File: src/design/fba_pkg.sv
package fba_pkg;

	// Geometry defaults and per-tick limits
	localparam int COLUMNS_DEF = 8;
	localparam int ROWS_DEF    = 8;
	localparam int MAX_OUT     = 64;
	localparam int K_W         = $clog2(MAX_OUT + 1);
	localparam int MIN_LEN     = 6;

	// Register reset values
	localparam logic [15:0] SPAWN_LIMIT_RST = 16'd600;
	localparam logic [15:0] END_GRACE_RST   = 16'd100;
	localparam logic [7:0]  HEAD_LEVEL_RST  = 8'd120;
	localparam logic [7:0]  TRAIL_TOP_RST   = 8'd80;

	// Register indexes
	localparam int CFG_IDX_W = 2;
	localparam logic [CFG_IDX_W-1:0] REG_SPAWN_LIMIT = 2'd0;
	localparam logic [CFG_IDX_W-1:0] REG_END_GRACE   = 2'd1;
	localparam logic [CFG_IDX_W-1:0] REG_HEAD_LEVEL  = 2'd2;
	localparam logic [CFG_IDX_W-1:0] REG_TRAIL_TOP   = 2'd3;

	// One generated pixel
	typedef struct packed {
		logic [2:0] col;
		logic [2:0] row;
		logic [7:0] red;
		logic [7:0] green;
		logic [7:0] blue;
	} pix_t;

	// Values that hold for every item of one tick
	typedef struct packed {
		logic [3:0] beams_active;
		logic       finished;
	} tick_info_t;

	// One result item as presented on the output channel
	typedef struct packed {
		logic       pixel_valid;
		pix_t       pix;
		logic [3:0] beams_active;
		logic       finished;
		logic       last;
	} out_item_t;

	// Output stage status seen by the sequencer
	typedef struct packed {
		logic can_take;
		logic out_free;
	} out_stat_t;

endpackage

File: src/design/fba_div.sv
module fba_div (
	input  logic       clk,
	input  logic       arst_n,
	input  logic       start,
	input  logic [7:0] dividend,
	input  logic [4:0] divisor,
	output logic       busy,
	output logic [7:0] quotient
);

	logic [7:0] dvd_q;
	logic [4:0] dsr_q;
	logic [4:0] rem_q;
	logic [3:0] cnt_q;
	logic       busy_q;
	logic [5:0] trial;
	logic       fits;

	// Restoring division, one quotient bit per cycle
	assign trial = {rem_q, dvd_q[7]};
	assign fits  = trial >= {1'b0, dsr_q};

	always_ff @(posedge clk or negedge arst_n) begin
		if (!arst_n) begin
			busy_q <= 1'b0;
			cnt_q  <= '0;
		end else if (start) begin
			busy_q <= 1'b1;
			cnt_q  <= 4'd8;
		end else if (busy_q) begin
			cnt_q <= cnt_q - 4'd1;
			if (cnt_q == 4'd1) begin
				busy_q <= 1'b0;
			end
		end
	end

	// Quotient bits shift in where the dividend bits shift out
	always_ff @(posedge clk) begin
		if (start) begin
			dvd_q <= dividend;
			dsr_q <= divisor;
			rem_q <= '0;
		end else if (busy_q) begin
			rem_q <= fits ? 5'(trial - {1'b0, dsr_q}) : trial[4:0];
			dvd_q <= {dvd_q[6:0], fits};
		end
	end

	assign busy     = busy_q;
	assign quotient = dvd_q;

endmodule

File: src/design/fba_out.sv
module fba_out (
	input  logic                   clk,
	input  logic                   arst_n,
	input  logic                   push,
	input  fba_pkg::pix_t          pix,
	input  logic                   flush,
	input  fba_pkg::tick_info_t    tick,
	input  logic                   out_ready,
	output logic                   out_valid,
	output fba_pkg::out_item_t     item,
	output fba_pkg::out_stat_t     stat
);

	logic               out_valid_q;
	fba_pkg::out_item_t item_q;
	logic               pend_q;
	fba_pkg::pix_t      pend_pix_q;
	logic               out_free;

	assign out_free      = !out_valid_q || out_ready;
	assign stat.out_free = out_free;
	assign stat.can_take = !pend_q || out_free;

	// Handshake and pending flag
	always_ff @(posedge clk or negedge arst_n) begin
		if (!arst_n) begin
			out_valid_q <= 1'b0;
			pend_q      <= 1'b0;
		end else if (flush) begin
			out_valid_q <= 1'b1;
			pend_q      <= 1'b0;
		end else if (push) begin
			pend_q <= 1'b1;
			if (pend_q) begin
				out_valid_q <= 1'b1;
			end else if (out_ready) begin
				out_valid_q <= 1'b0;
			end
		end else if (out_ready) begin
			out_valid_q <= 1'b0;
		end
	end

	// One pixel is held back so that the final item of a tick can carry last
	always_ff @(posedge clk) begin
		if (flush) begin
			item_q.pixel_valid  <= pend_q;
			item_q.pix          <= pend_q ? pend_pix_q : '0;
			item_q.beams_active <= tick.beams_active;
			item_q.finished     <= tick.finished;
			item_q.last         <= 1'b1;
		end else if (push) begin
			pend_pix_q <= pix;
			if (pend_q) begin
				item_q.pixel_valid  <= 1'b1;
				item_q.pix          <= pend_pix_q;
				item_q.beams_active <= tick.beams_active;
				item_q.finished     <= 1'b0;
				item_q.last         <= 1'b0;
			end
		end
	end

	assign out_valid = out_valid_q;
	assign item      = item_q;

endmodule

File: src/design/falling_beam_led_animator_core.sv
// Falling-beam animator: one tick item in, a burst of pixel items out.
// Input channel (in_valid/in_ready) takes one tick item carrying brightness
// and the pre-drawn spawn choices; in_ready is high only while the block is
// between ticks. Output channel (out_valid/out_ready) gives one item per lit
// pixel, column by column, head first then trail; a tick with nothing lit
// gives a single empty-frame item. last marks the final item of the tick,
// and finished rides on that item only. The cfg_we/cfg_index/cfg_data port
// writes one of the four registers; the user must do so between ticks, which
// the block itself does not enforce. The quotient unit works out each active
// beam's fade step, and the sequencer walks trail pixels one a cycle, while
// the output stage can take them, through the shared 8x8 level multiplier.
// The next tick is taken as soon as the final item has been loaded into the
// output register.
// Reset clears the registers to their defaults, idles every column and
// zeroes the tick counter. A stalled receiver holds the current item; one
// further pixel waits in a pending register and the walk pauses until the
// output register frees up.
module falling_beam_led_animator_core #(
	parameter int COLUMNS = fba_pkg::COLUMNS_DEF,
	parameter int ROWS    = fba_pkg::ROWS_DEF
) (
	input  logic                           clk,
	input  logic                           arst_n,
	input  logic                           cfg_we,
	input  logic [fba_pkg::CFG_IDX_W-1:0]  cfg_index,
	input  logic [15:0]                    cfg_data,
	input  logic                           in_valid,
	output logic                           in_ready,
	input  logic [7:0]                     brightness,
	input  logic                           spawn_try,
	input  logic [2:0]                     spawn_col,
	input  logic [3:0]                     spawn_extra,
	output logic                           out_valid,
	input  logic                           out_ready,
	output logic                           pixel_valid,
	output logic [2:0]                     pixel_col,
	output logic [2:0]                     pixel_row,
	output logic [7:0]                     red,
	output logic [7:0]                     green,
	output logic [7:0]                     blue,
	output logic [3:0]                     beams_active,
	output logic                           finished,
	output logic                           last
);

	localparam int CI_W  = (COLUMNS > 1) ? $clog2(COLUMNS) : 1;
	localparam int CNT_W = $clog2(COLUMNS + 1);
	localparam int KW    = fba_pkg::K_W;

	typedef enum logic [2:0] {
		S_IDLE, S_HEAD, S_COL, S_HPIX, S_DIV, S_TRAIL, S_ADV, S_FLUSH
	} state_t;

	state_t state_q;

	// Registers
	logic [15:0] spawn_limit_q;
	logic [15:0] end_grace_q;
	logic [7:0]  head_level_q;
	logic [7:0]  trail_top_q;

	// Beam state
	logic [COLUMNS-1:0] active_q;
	logic [5:0]         pos_mem [COLUMNS];
	logic [4:0]         len_mem [COLUMNS];
	logic [15:0]        tick_q;

	// Per-tick working registers
	logic [7:0]      bright_q;
	logic [7:0]      head_q;
	logic [CNT_W-1:0] cnt_q;
	logic            fin_q;
	logic [CI_W-1:0] col_q;
	logic [5:0]      pos_q;
	logic [4:0]      len_q;
	logic [4:0]      i_q;
	logic [7:0]      fac_q;
	logic [7:0]      level_q;
	logic [KW-1:0]   k_q;

	logic              in_acc;
	logic [15:0]       tc_next;
	logic [CI_W-1:0]   sp_idx;
	logic              do_spawn;
	logic [CNT_W-1:0]  cnt_sum;
	logic [7:0]        mul_a;
	logic [15:0]       prod;
	logic              room;
	logic              head_want;
	logic              trail_want;
	logic [5:0]        trail_row;
	logic [6:0]        pos_inc;
	logic              last_col;
	logic              div_start;
	logic              div_busy;
	logic [7:0]        div_quot;
	logic              push;
	logic              flush;
	fba_pkg::pix_t     pix;
	fba_pkg::tick_info_t tick;
	fba_pkg::out_item_t  item;
	fba_pkg::out_stat_t  stat;

	assign in_ready = (state_q == S_IDLE);
	assign in_acc   = in_valid && in_ready;

	// Tick counter saturates; spawn check uses the incremented value
	assign tc_next  = (tick_q == 16'hFFFF) ? tick_q : tick_q + 16'd1;
	assign sp_idx   = CI_W'(spawn_col);
	assign do_spawn = spawn_try && ({2'b00, spawn_col} < 5'(COLUMNS)) &&
		!active_q[sp_idx] && (tc_next < spawn_limit_q);

	// Active beam count
	always_comb begin
		cnt_sum = '0;
		for (int c = 0; c < COLUMNS; c++) begin
			cnt_sum = cnt_sum + CNT_W'(active_q[c]);
		end
	end

	// Shared level multiplier: head level once per tick, then trail levels
	assign mul_a = (state_q == S_HEAD) ? head_level_q : level_q;
	assign prod  = mul_a * bright_q;

	assign room       = k_q < KW'(fba_pkg::MAX_OUT);
	assign head_want  = (pos_q < 6'(ROWS)) && room;
	assign trail_row  = pos_q - 6'(i_q);
	assign trail_want = ({1'b0, i_q} <= pos_q) && (trail_row < 6'(ROWS)) && room;
	assign pos_inc    = 7'(pos_q) + 7'd1;
	assign last_col   = (col_q == CI_W'(COLUMNS - 1));
	assign div_start  = (state_q == S_COL) && active_q[col_q];

	// Pixel offered to the output stage
	always_comb begin
		push      = 1'b0;
		pix.col   = 3'(col_q);
		pix.row   = 3'(pos_q);
		pix.red   = head_q;
		pix.green = head_q;
		pix.blue  = head_q;
		if (state_q == S_HPIX) begin
			push = head_want && stat.can_take;
		end else if (state_q == S_TRAIL) begin
			push      = (i_q < len_q) && trail_want && stat.can_take;
			pix.row   = 3'(trail_row);
			pix.red   = '0;
			pix.green = prod[15:8];
			pix.blue  = '0;
		end
	end

	assign flush = (state_q == S_FLUSH) && stat.out_free;
	assign tick.beams_active = 4'(cnt_q);
	assign tick.finished     = fin_q;

	// Configuration registers
	always_ff @(posedge clk or negedge arst_n) begin
		if (!arst_n) begin
			spawn_limit_q <= fba_pkg::SPAWN_LIMIT_RST;
			end_grace_q   <= fba_pkg::END_GRACE_RST;
			head_level_q  <= fba_pkg::HEAD_LEVEL_RST;
			trail_top_q   <= fba_pkg::TRAIL_TOP_RST;
		end else if (cfg_we) begin
			unique case (cfg_index)
				fba_pkg::REG_SPAWN_LIMIT: spawn_limit_q <= cfg_data;
				fba_pkg::REG_END_GRACE:   end_grace_q   <= cfg_data;
				fba_pkg::REG_HEAD_LEVEL:  head_level_q  <= cfg_data[7:0];
				fba_pkg::REG_TRAIL_TOP:   trail_top_q   <= cfg_data[7:0];
			endcase
		end
	end

	// Beam position and length store
	always_ff @(posedge clk) begin
		if (in_acc && do_spawn) begin
			pos_mem[sp_idx] <= 6'd1;
			len_mem[sp_idx] <= 5'(fba_pkg::MIN_LEN) + 5'(spawn_extra);
		end else if (state_q == S_ADV) begin
			pos_mem[col_q] <= (pos_inc > 7'(len_q) + 7'(ROWS)) ? 6'd0 : pos_inc[5:0];
		end
	end

	// Sequencer
	always_ff @(posedge clk or negedge arst_n) begin
		if (!arst_n) begin
			state_q  <= S_IDLE;
			active_q <= '0;
			tick_q   <= '0;
			bright_q <= '0;
			head_q   <= '0;
			cnt_q    <= '0;
			fin_q    <= 1'b0;
			col_q    <= '0;
			pos_q    <= '0;
			len_q    <= '0;
			i_q      <= '0;
			fac_q    <= '0;
			level_q  <= '0;
			k_q      <= '0;
		end else begin
			if (push) begin
				k_q <= k_q + KW'(1);
			end
			unique case (state_q)
				S_IDLE: begin
					if (in_acc) begin
						tick_q   <= tc_next;
						bright_q <= brightness;
						k_q      <= '0;
						if (do_spawn) begin
							active_q[sp_idx] <= 1'b1;
						end
						state_q <= S_HEAD;
					end
				end
				S_HEAD: begin
					head_q  <= prod[15:8];
					cnt_q   <= cnt_sum;
					fin_q   <= ({1'b0, tick_q} > ({1'b0, spawn_limit_q} + {1'b0, end_grace_q}))
						&& (cnt_sum == '0);
					col_q   <= '0;
					state_q <= S_COL;
				end
				S_COL: begin
					if (active_q[col_q]) begin
						pos_q   <= pos_mem[col_q];
						len_q   <= len_mem[col_q];
						state_q <= S_HPIX;
					end else if (last_col) begin
						state_q <= S_FLUSH;
					end else begin
						col_q <= col_q + CI_W'(1);
					end
				end
				S_HPIX: begin
					if (!head_want || stat.can_take) begin
						state_q <= S_DIV;
					end
				end
				S_DIV: begin
					if (!div_busy) begin
						fac_q   <= div_quot;
						level_q <= trail_top_q - div_quot;
						i_q     <= 5'd1;
						state_q <= S_TRAIL;
					end
				end
				S_TRAIL: begin
					if (i_q >= len_q) begin
						state_q <= S_ADV;
					end else if (!trail_want || stat.can_take) begin
						i_q     <= i_q + 5'd1;
						level_q <= level_q - fac_q;
					end
				end
				S_ADV: begin
					if (pos_inc > 7'(len_q) + 7'(ROWS)) begin
						active_q[col_q] <= 1'b0;
					end
					if (last_col) begin
						state_q <= S_FLUSH;
					end else begin
						col_q   <= col_q + CI_W'(1);
						state_q <= S_COL;
					end
				end
				S_FLUSH: begin
					if (stat.out_free) begin
						state_q <= S_IDLE;
					end
				end
				default: state_q <= S_IDLE;
			endcase
		end
	end

	fba_div u_div (
		.clk      (clk),
		.arst_n   (arst_n),
		.start    (div_start),
		.dividend (trail_top_q),
		.divisor  (len_mem[col_q]),
		.busy     (div_busy),
		.quotient (div_quot)
	);

	fba_out u_out (
		.clk       (clk),
		.arst_n    (arst_n),
		.push      (push),
		.pix       (pix),
		.flush     (flush),
		.tick      (tick),
		.out_ready (out_ready),
		.out_valid (out_valid),
		.item      (item),
		.stat      (stat)
	);

	assign pixel_valid  = item.pixel_valid;
	assign pixel_col    = item.pix.col;
	assign pixel_row    = item.pix.row;
	assign red          = item.pix.red;
	assign green        = item.pix.green;
	assign blue         = item.pix.blue;
	assign beams_active = item.beams_active;
	assign finished     = item.finished;
	assign last         = item.last;

endmodule

File: config.mk
export PLATFORM = sky130hd
export DESIGN_NAME = falling_beam_led_animator_core
export DESIGN_NICKNAME = d
export VERILOG_FILES = /design/src/design/fba_pkg.sv /design/src/design/fba_div.sv /design/src/design/fba_out.sv /design/src/design/falling_beam_led_animator_core.sv
export SDC_FILE = /design/constraint.sdc
export NUM_CORES = 1
export LEC_CHECK = 0
export BUFFER_PORTS_ARGS = -buffer_cell sky130_fd_sc_hd__buf_2
export CORE_UTILIZATION = 65
export DETAILED_ROUTE_END_ITERATION = 10
export GPL_TIMING_DRIVEN = 1
export PLACE_DENSITY = 0.83
export SYNTH_ARGS = -nofsm -noshare
export SYNTH_HDL_FRONTEND = slang
export SYNTH_SLANG_ARGS = --single-unit
File: constraint.sdc
create_clock -name clk -period 11.7 [get_ports clk]
set_input_delay 2.34 -clock clk [delete_from_list [all_inputs] [get_ports clk]]
set_output_delay 2.34 -clock clk [all_outputs]
set_load 0.01 [all_outputs]
### Word level (Yosys, flattened, before mapping)

Memory sizes are Yosys's and may differ from the RTL's. A register that Yosys moved wholly into a read port is not among the register bits.
Index checks and enable logic that the tools add are counted.

| word-level totals | value |
|---|---|
| memories | 2 |
| flip-flop bits (word level) | 224 |
| word-level logic and storage cells | 221 |
| RAM bits | 88 |
| input port bits | 39 |
| output and inout port bits | 39 |

Memory list:

| memory | words | bits a word | rd ports | clocked after Yosys merged registers in | wr ports | line | RTL |
|---|---|---|---|---|---|---|---|
| pos_mem | 8 | 6 | 1 | 1 | 1 | falling_beam_led_animator_core.sv:64 | `logic [5:0] pos_mem [COLUMNS];` |
| len_mem | 8 | 5 | 1 | 0 | 1 | falling_beam_led_animator_core.sv:65 | `logic [4:0] len_mem [COLUMNS];` |

| cells by class | value |
|---|---|
| $mul | 1 |
| order comparisons | 14 |
| muxes and demuxes | 68 |
| eq/ne operators | 24 |
| add/subtract/negate cells | 20 |
| bitwise gates (word level) | 5 |
| reduce and logical (&&, ||, !) cells | 49 |

Operators with widths:

| operator | count |
|---|---|
| 2-to-1 mux 37 bit | 3 |
| 2-to-1 mux 8 bit | 9 |
| 2-to-1 mux 27 bit | 2 |
| 2-to-1 mux 3 bit | 11 |
| case mux 8 bit (2 select lines) | 2 |
| 2-to-1 mux 30 bit | 1 |
| case mux 3 bit (8 select lines) | 1 |
| AND reduction 2 bit | 11 |
| 2-to-1 mux 1 bit | 21 |
| 2-to-1 mux 7 bit | 3 |
| 2-to-1 mux 5 bit | 4 |
| adder 16 x 16 -> 17 bit | 1 |
| greater-than comparator 16 x 17 -> 1 bit | 1 |
| adder 16 x 1 -> 16 bit (second input constant) | 1 |
| adder 4 x 1 -> 4 bit | 4 |
| equality test 16 bit (second input constant) | 1 |
| less-than comparator 16 bit | 1 |
| multiplier 8 x 8 -> 16 bit | 1 |
| 2-to-1 mux 16 bit | 1 |
| subtractor 8 bit | 2 |
| equality test 3 bit (second input constant) | 5 |
| logical AND 1 bit | 15 |
| inequality test 2 x 1 -> 1 bit (second input constant) | 7 |
| less-than comparator 6 x 4 -> 1 bit (second input constant) | 2 |
| 47 further kinds | 71 |

### Depth between registers and ports, before layout

| logic depth | value |
|---|---|
| depth in word-level cells | 11 |
| mapped depth | 22 |
| depth with buffers taken out | 20 |

### Cells and area by module

A second synthesis with hierarchy kept.

| unflattened totals | value |
|---|---|
| cell total of the unflattened synthesis | 1595 |
| area, all modules | 18099.9 um2 |

By module, submodules not included:

| module | area each (um2) | sequential area each (um2) | instances | cells an instance |
|---|---|---|---|---|
| falling_beam_led_animator_core | 14450.1 | 6112.1 | 1 | 1372 |
| fba_out | 2429.8 | 2052.0 | 1 | 119 |
| fba_div | 1219.9 | 615.6 | 1 | 104 |

### Least setup slack after synthesis

No wires, ideal clock.

| timing path | value |
|---|---|
| path kind | register to register |
| start | reg state_q[1] |
| end | reg u_out.pend_pix_q[15] (netlist name) (data pin) |
| arrival time | 5.335 ns |
| stages on the path, launching flop included | 20 |
| path slack | 6.092 ns |
| clock period less this slack | 5.608 ns |
| cells stage by stage | dfrtp_1 nor3b_1 buf_4 clkbuf_1 mux2i_1 nor2b_1 fa_1 fa_1 fa_1 inv_1 fa_1 inv_1 ha_1 o21a_1 o21a_1 o21a_1 o21ai_0 nor2_1 o41ai_1 a2bb2oi_1 |

RTL lines:

| item | line | RTL |
|---|---|---|
| from (decl) | falling_beam_led_animator_core.sv:54 | `state_t state_q;` |
| from (signal assigned) | falling_beam_led_animator_core.sv:186 | `state_q <= S_IDLE;` |
| from (signal assigned) | falling_beam_led_animator_core.sv:213 | `state_q <= S_HEAD;` |
| from (signal assigned) | falling_beam_led_animator_core.sv:222 | `state_q <= S_COL;` |
| to (signal assigned) | fba_out.sv:53 | `pend_pix_q <= pix;` |
| to (decl) | fba_out.sv:17 | `fba_pkg::pix_t pend_pix_q;` |

==> run_results.csv <==
group,metric,value,unit
pwr,ir_worst_vdd,304,µV
finish,stdcell_area,19300,µm²
setup_path,crit_type,"reg2reg",
finish,num-nets-final,1914,
detailed_routing,dr.first_iter.drc_count,975,
clock_tree,cts_resized,0,
global_route,grt_pass1_vias,12515,
synth,synth_cell_type_count,83,
timing,fmax,157,MHz
floorplan,start_util,66.2,%
clock_tree,cts_buffers,30,
synth,ys_top_cells_by_area,"edfxtp_1, dfrtp_1, ha_1",
global_route,antenna_found_initial,0,
setup_path,start_kind,"register",
floorplan,core,26900,µm²
setup_path,crit_path_end_kind,"register",
timing,setup_viol,0,
run,max-cap-violations,0,
synth,yosys.area.top_type,"edfxtp_1",
placement,dp_hpwl,27500,µm
detailed_routing,drcViolationCount,0,
timing,fin_crit,6350,ps
timing,tightest_slew,1150,ps
clock_tree,clk_path_buf_depth,3,
floorplan,die_h,167,µm
setup_path,cp_data_arrival_time,6630,ps
timing,tns,0,ps
detailed_routing,vias_per_cell,6.07,
finish,syn_to_final_growth,8.57,%
hold_path,hold_class,"reg2reg",
timing,clock_skew,26.4,ps
setup_path,cp.required,11980,ps
clock_tree,cts_max_level,1,
floorplan,ios,78,
detailed_routing,routed_wl,38100,µm
global_route,gr-total-overflow,0,
global_route,grt_pass1_wl,63000,µm
synth,synth_fp_nets,1863,
detailed_routing,wl_per_cell,18.4,µm
pwr,power.leakage,0.00833,µW
clock_tree,cts_setup_buffers,0,
finish,n_fill_cell,1910,
finish,final_cells,2066,
setup_path,worst-path-max-fanout,17,
detailed_routing,drtAntennaViolNets,0,
synth,yosys_warnings,0,
placement,placed_area,18400,µm²
synth,async_flop_share,48.0,%
detailed_routing,first_pass_iters,6,
clock_tree,clkLatencyLatePin,570,ps
timing,setup_ws,5350,ps
finish,diodes,0,
floorplan,die_w,167,µm
clock_tree,clk_pin_slew,60,ps
timing,hold_slack,470,ps
finish,layout_commonest_cell,"nand2_1",
pwr,power.density,283,nW/µm²
floorplan,die-area,28000,µm²
synth,synth_area,17800,µm²
synth,synth-main-ff-cell,"edfxtp_1",
placement,dp.cells,2012,
synth,syn_inst,1652,
clock_tree,cts-root-buf,"clkbuf_16",
detailed_routing,vias,12531,
timing,drv_slew,0,
clock_tree,hold_buffers,0,
timing,maxSlewHeadroom,23.0,%
timing,rsz0062_at_grt,"false",
finish,layout_common_cells,"nand2_1, edfxtp_1, dfrtp_1, ha_1, inv_1",
clock_tree,cts_tree,"done",
synth,synth_seq_cells,302,
placement,port_buffers,77,
synth,yosysTopAreaCellShare,25.5,%
floorplan,placementRows,60,
synth,synth-edff-count,151,
clock_tree,cts_sinks,302,
run_status,run_status,"finished, final reports clean",
synth,synth.avg_cell_area,10.8,µm²
synth,synth-seq-area-share,46.6,%
placement,pre_cts_ws,5420,ps
global_route,grt_start_max_net_pins,93,
finish,drive_above_1_share,12.8,%
global_route,gr-usage-all-layers,27.9,%
timing,final_hold_viol_count,0,
timing,finalCritPeriodShare,54.3,%
placement,gp_congestion,0.925,
setup_path,r2r_slack,5350,ps
==> sequential cells by signal, indices dropped and copies added (netlist names), 16 cells and up <==
name              flops
pos_mem              48
len_mem              40
u_out.item           29
u_out.pend_pix_q     22
end_grace_q          16
spawn_limit_q        16
tick_q               16
==> final cells by class <==
type	instances	area [µm²]	share of cell area (%)
clock buffers	40	830	4.29
clock inverters	14	90.1	0.466
well taps	341	427	2.21
multi-input cells	1156	8740	45.2
inverters	127	477	2.47
repair buffers	86	459	2.38
flip-flops and latches	302	8300	42.9
==> final timing paths <==
kind	end	startpoint	cells after the start
min	cnt_q[0]$_DFFE_PN0N_	cnt_q[0]$_DFFE_PN0N_	2
min reg2reg	cnt_q[0]$_DFFE_PN0N_	cnt_q[0]$_DFFE_PN0N_	2
max	u_out.pend_pix_q[15]$_DFFE_PP_	state_q[0]$_DFFE_PN0P_	18
min in group asynchronous	end_grace_q[7]$_DFFE_PN0P_	arst_n	1
max reg2reg	u_out.pend_pix_q[15]$_DFFE_PP_	state_q[0]$_DFFE_PN0P_	18
max in group asynchronous	fac_q[4]$_DFFE_PN0P_	arst_n	2
==> stage by stage <==
step	power (µW)	util, %
after floorplan	3840	-
after global placement	4430	68.5
after detailed placement	4550	68.5
after CTS	5490	71.9
after global routing	5950	71.9
final	5470	71.9
==> Yosys cell counts, types with 7 or more instances <==
master / n
o21ai_1: 9
buf_2: 13
a21o_1: 20
xor2_1: 21
fa_1: 44
nor3_1: 21
nand2_1: 155
clkbuf_1: 42
o21bai_1: 12
nor2b_1: 89
o21a_1: 21
nand4_1: 16
and2_1: 40
nor2_1: 87
or3_1: 9
dfrtp_1: 132
and4_1: 7
xnor2_1: 46
a21oi_1: 63
o21ai_0: 104
buf_4: 10
a221oi_1: 9
inv_1: 127
nand3_1: 33
o31ai_1: 7
and3_1: 7
o211ai_1: 8
mux2i_1: 22
edfxtp_1: 151
a211oi_1: 8
mux4_2: 8
dfstp_2: 13
mux2_2: 48
nand2b_1: 26
ha_1: 128
==> per-layer routing <==
metal,share of wire (%),global-route usage (%),vias to the layer above
met5,0,0,-
met4,2.1,7.26,0
met3,5.4,2.95,64
met2,49,47.7,412
met1,43,38.4,6155
li1,-,-,5900
==> critical path, cell delays in order, from the launching register on <==
cell and delay (ps):
dfrtp_1 610, nor3b_2 240, buf_4 300, mux2i_1 740
nor2b_1 150, fa_1 530, fa_1 520, fa_1 540
inv_1 50, fa_1 530, inv_1 40, ha_1 290
o21a_1 200, o21a_1 180, o21a_1 170, o21ai_0 270
nor2_1 110, o41ai_1 480, a2bb2oi_1 120
==> power breakdown <==
part	leakage (µW)	switching, µW	internal [µW]	total [µW]
clock network	0.000449	398	497	895
logic	0.00467	1700	1240	2940
registers	0.00321	235	1400	1630
total	0.00833	2330	3130	5470
==> kinds of logic after synthesis <==
logic type      after synthesis  share of synthesized area (%)
simple gates                520                           14.9
xor+xnor                     67                           3.30
buf+inv                     194                           4.39
fa+ha+maj                   172                           13.9
mux                          80                           5.43
flops                       302                           46.6
compound gates              317                           11.4
No activity file was read; power rests on OpenSTA's default activity.
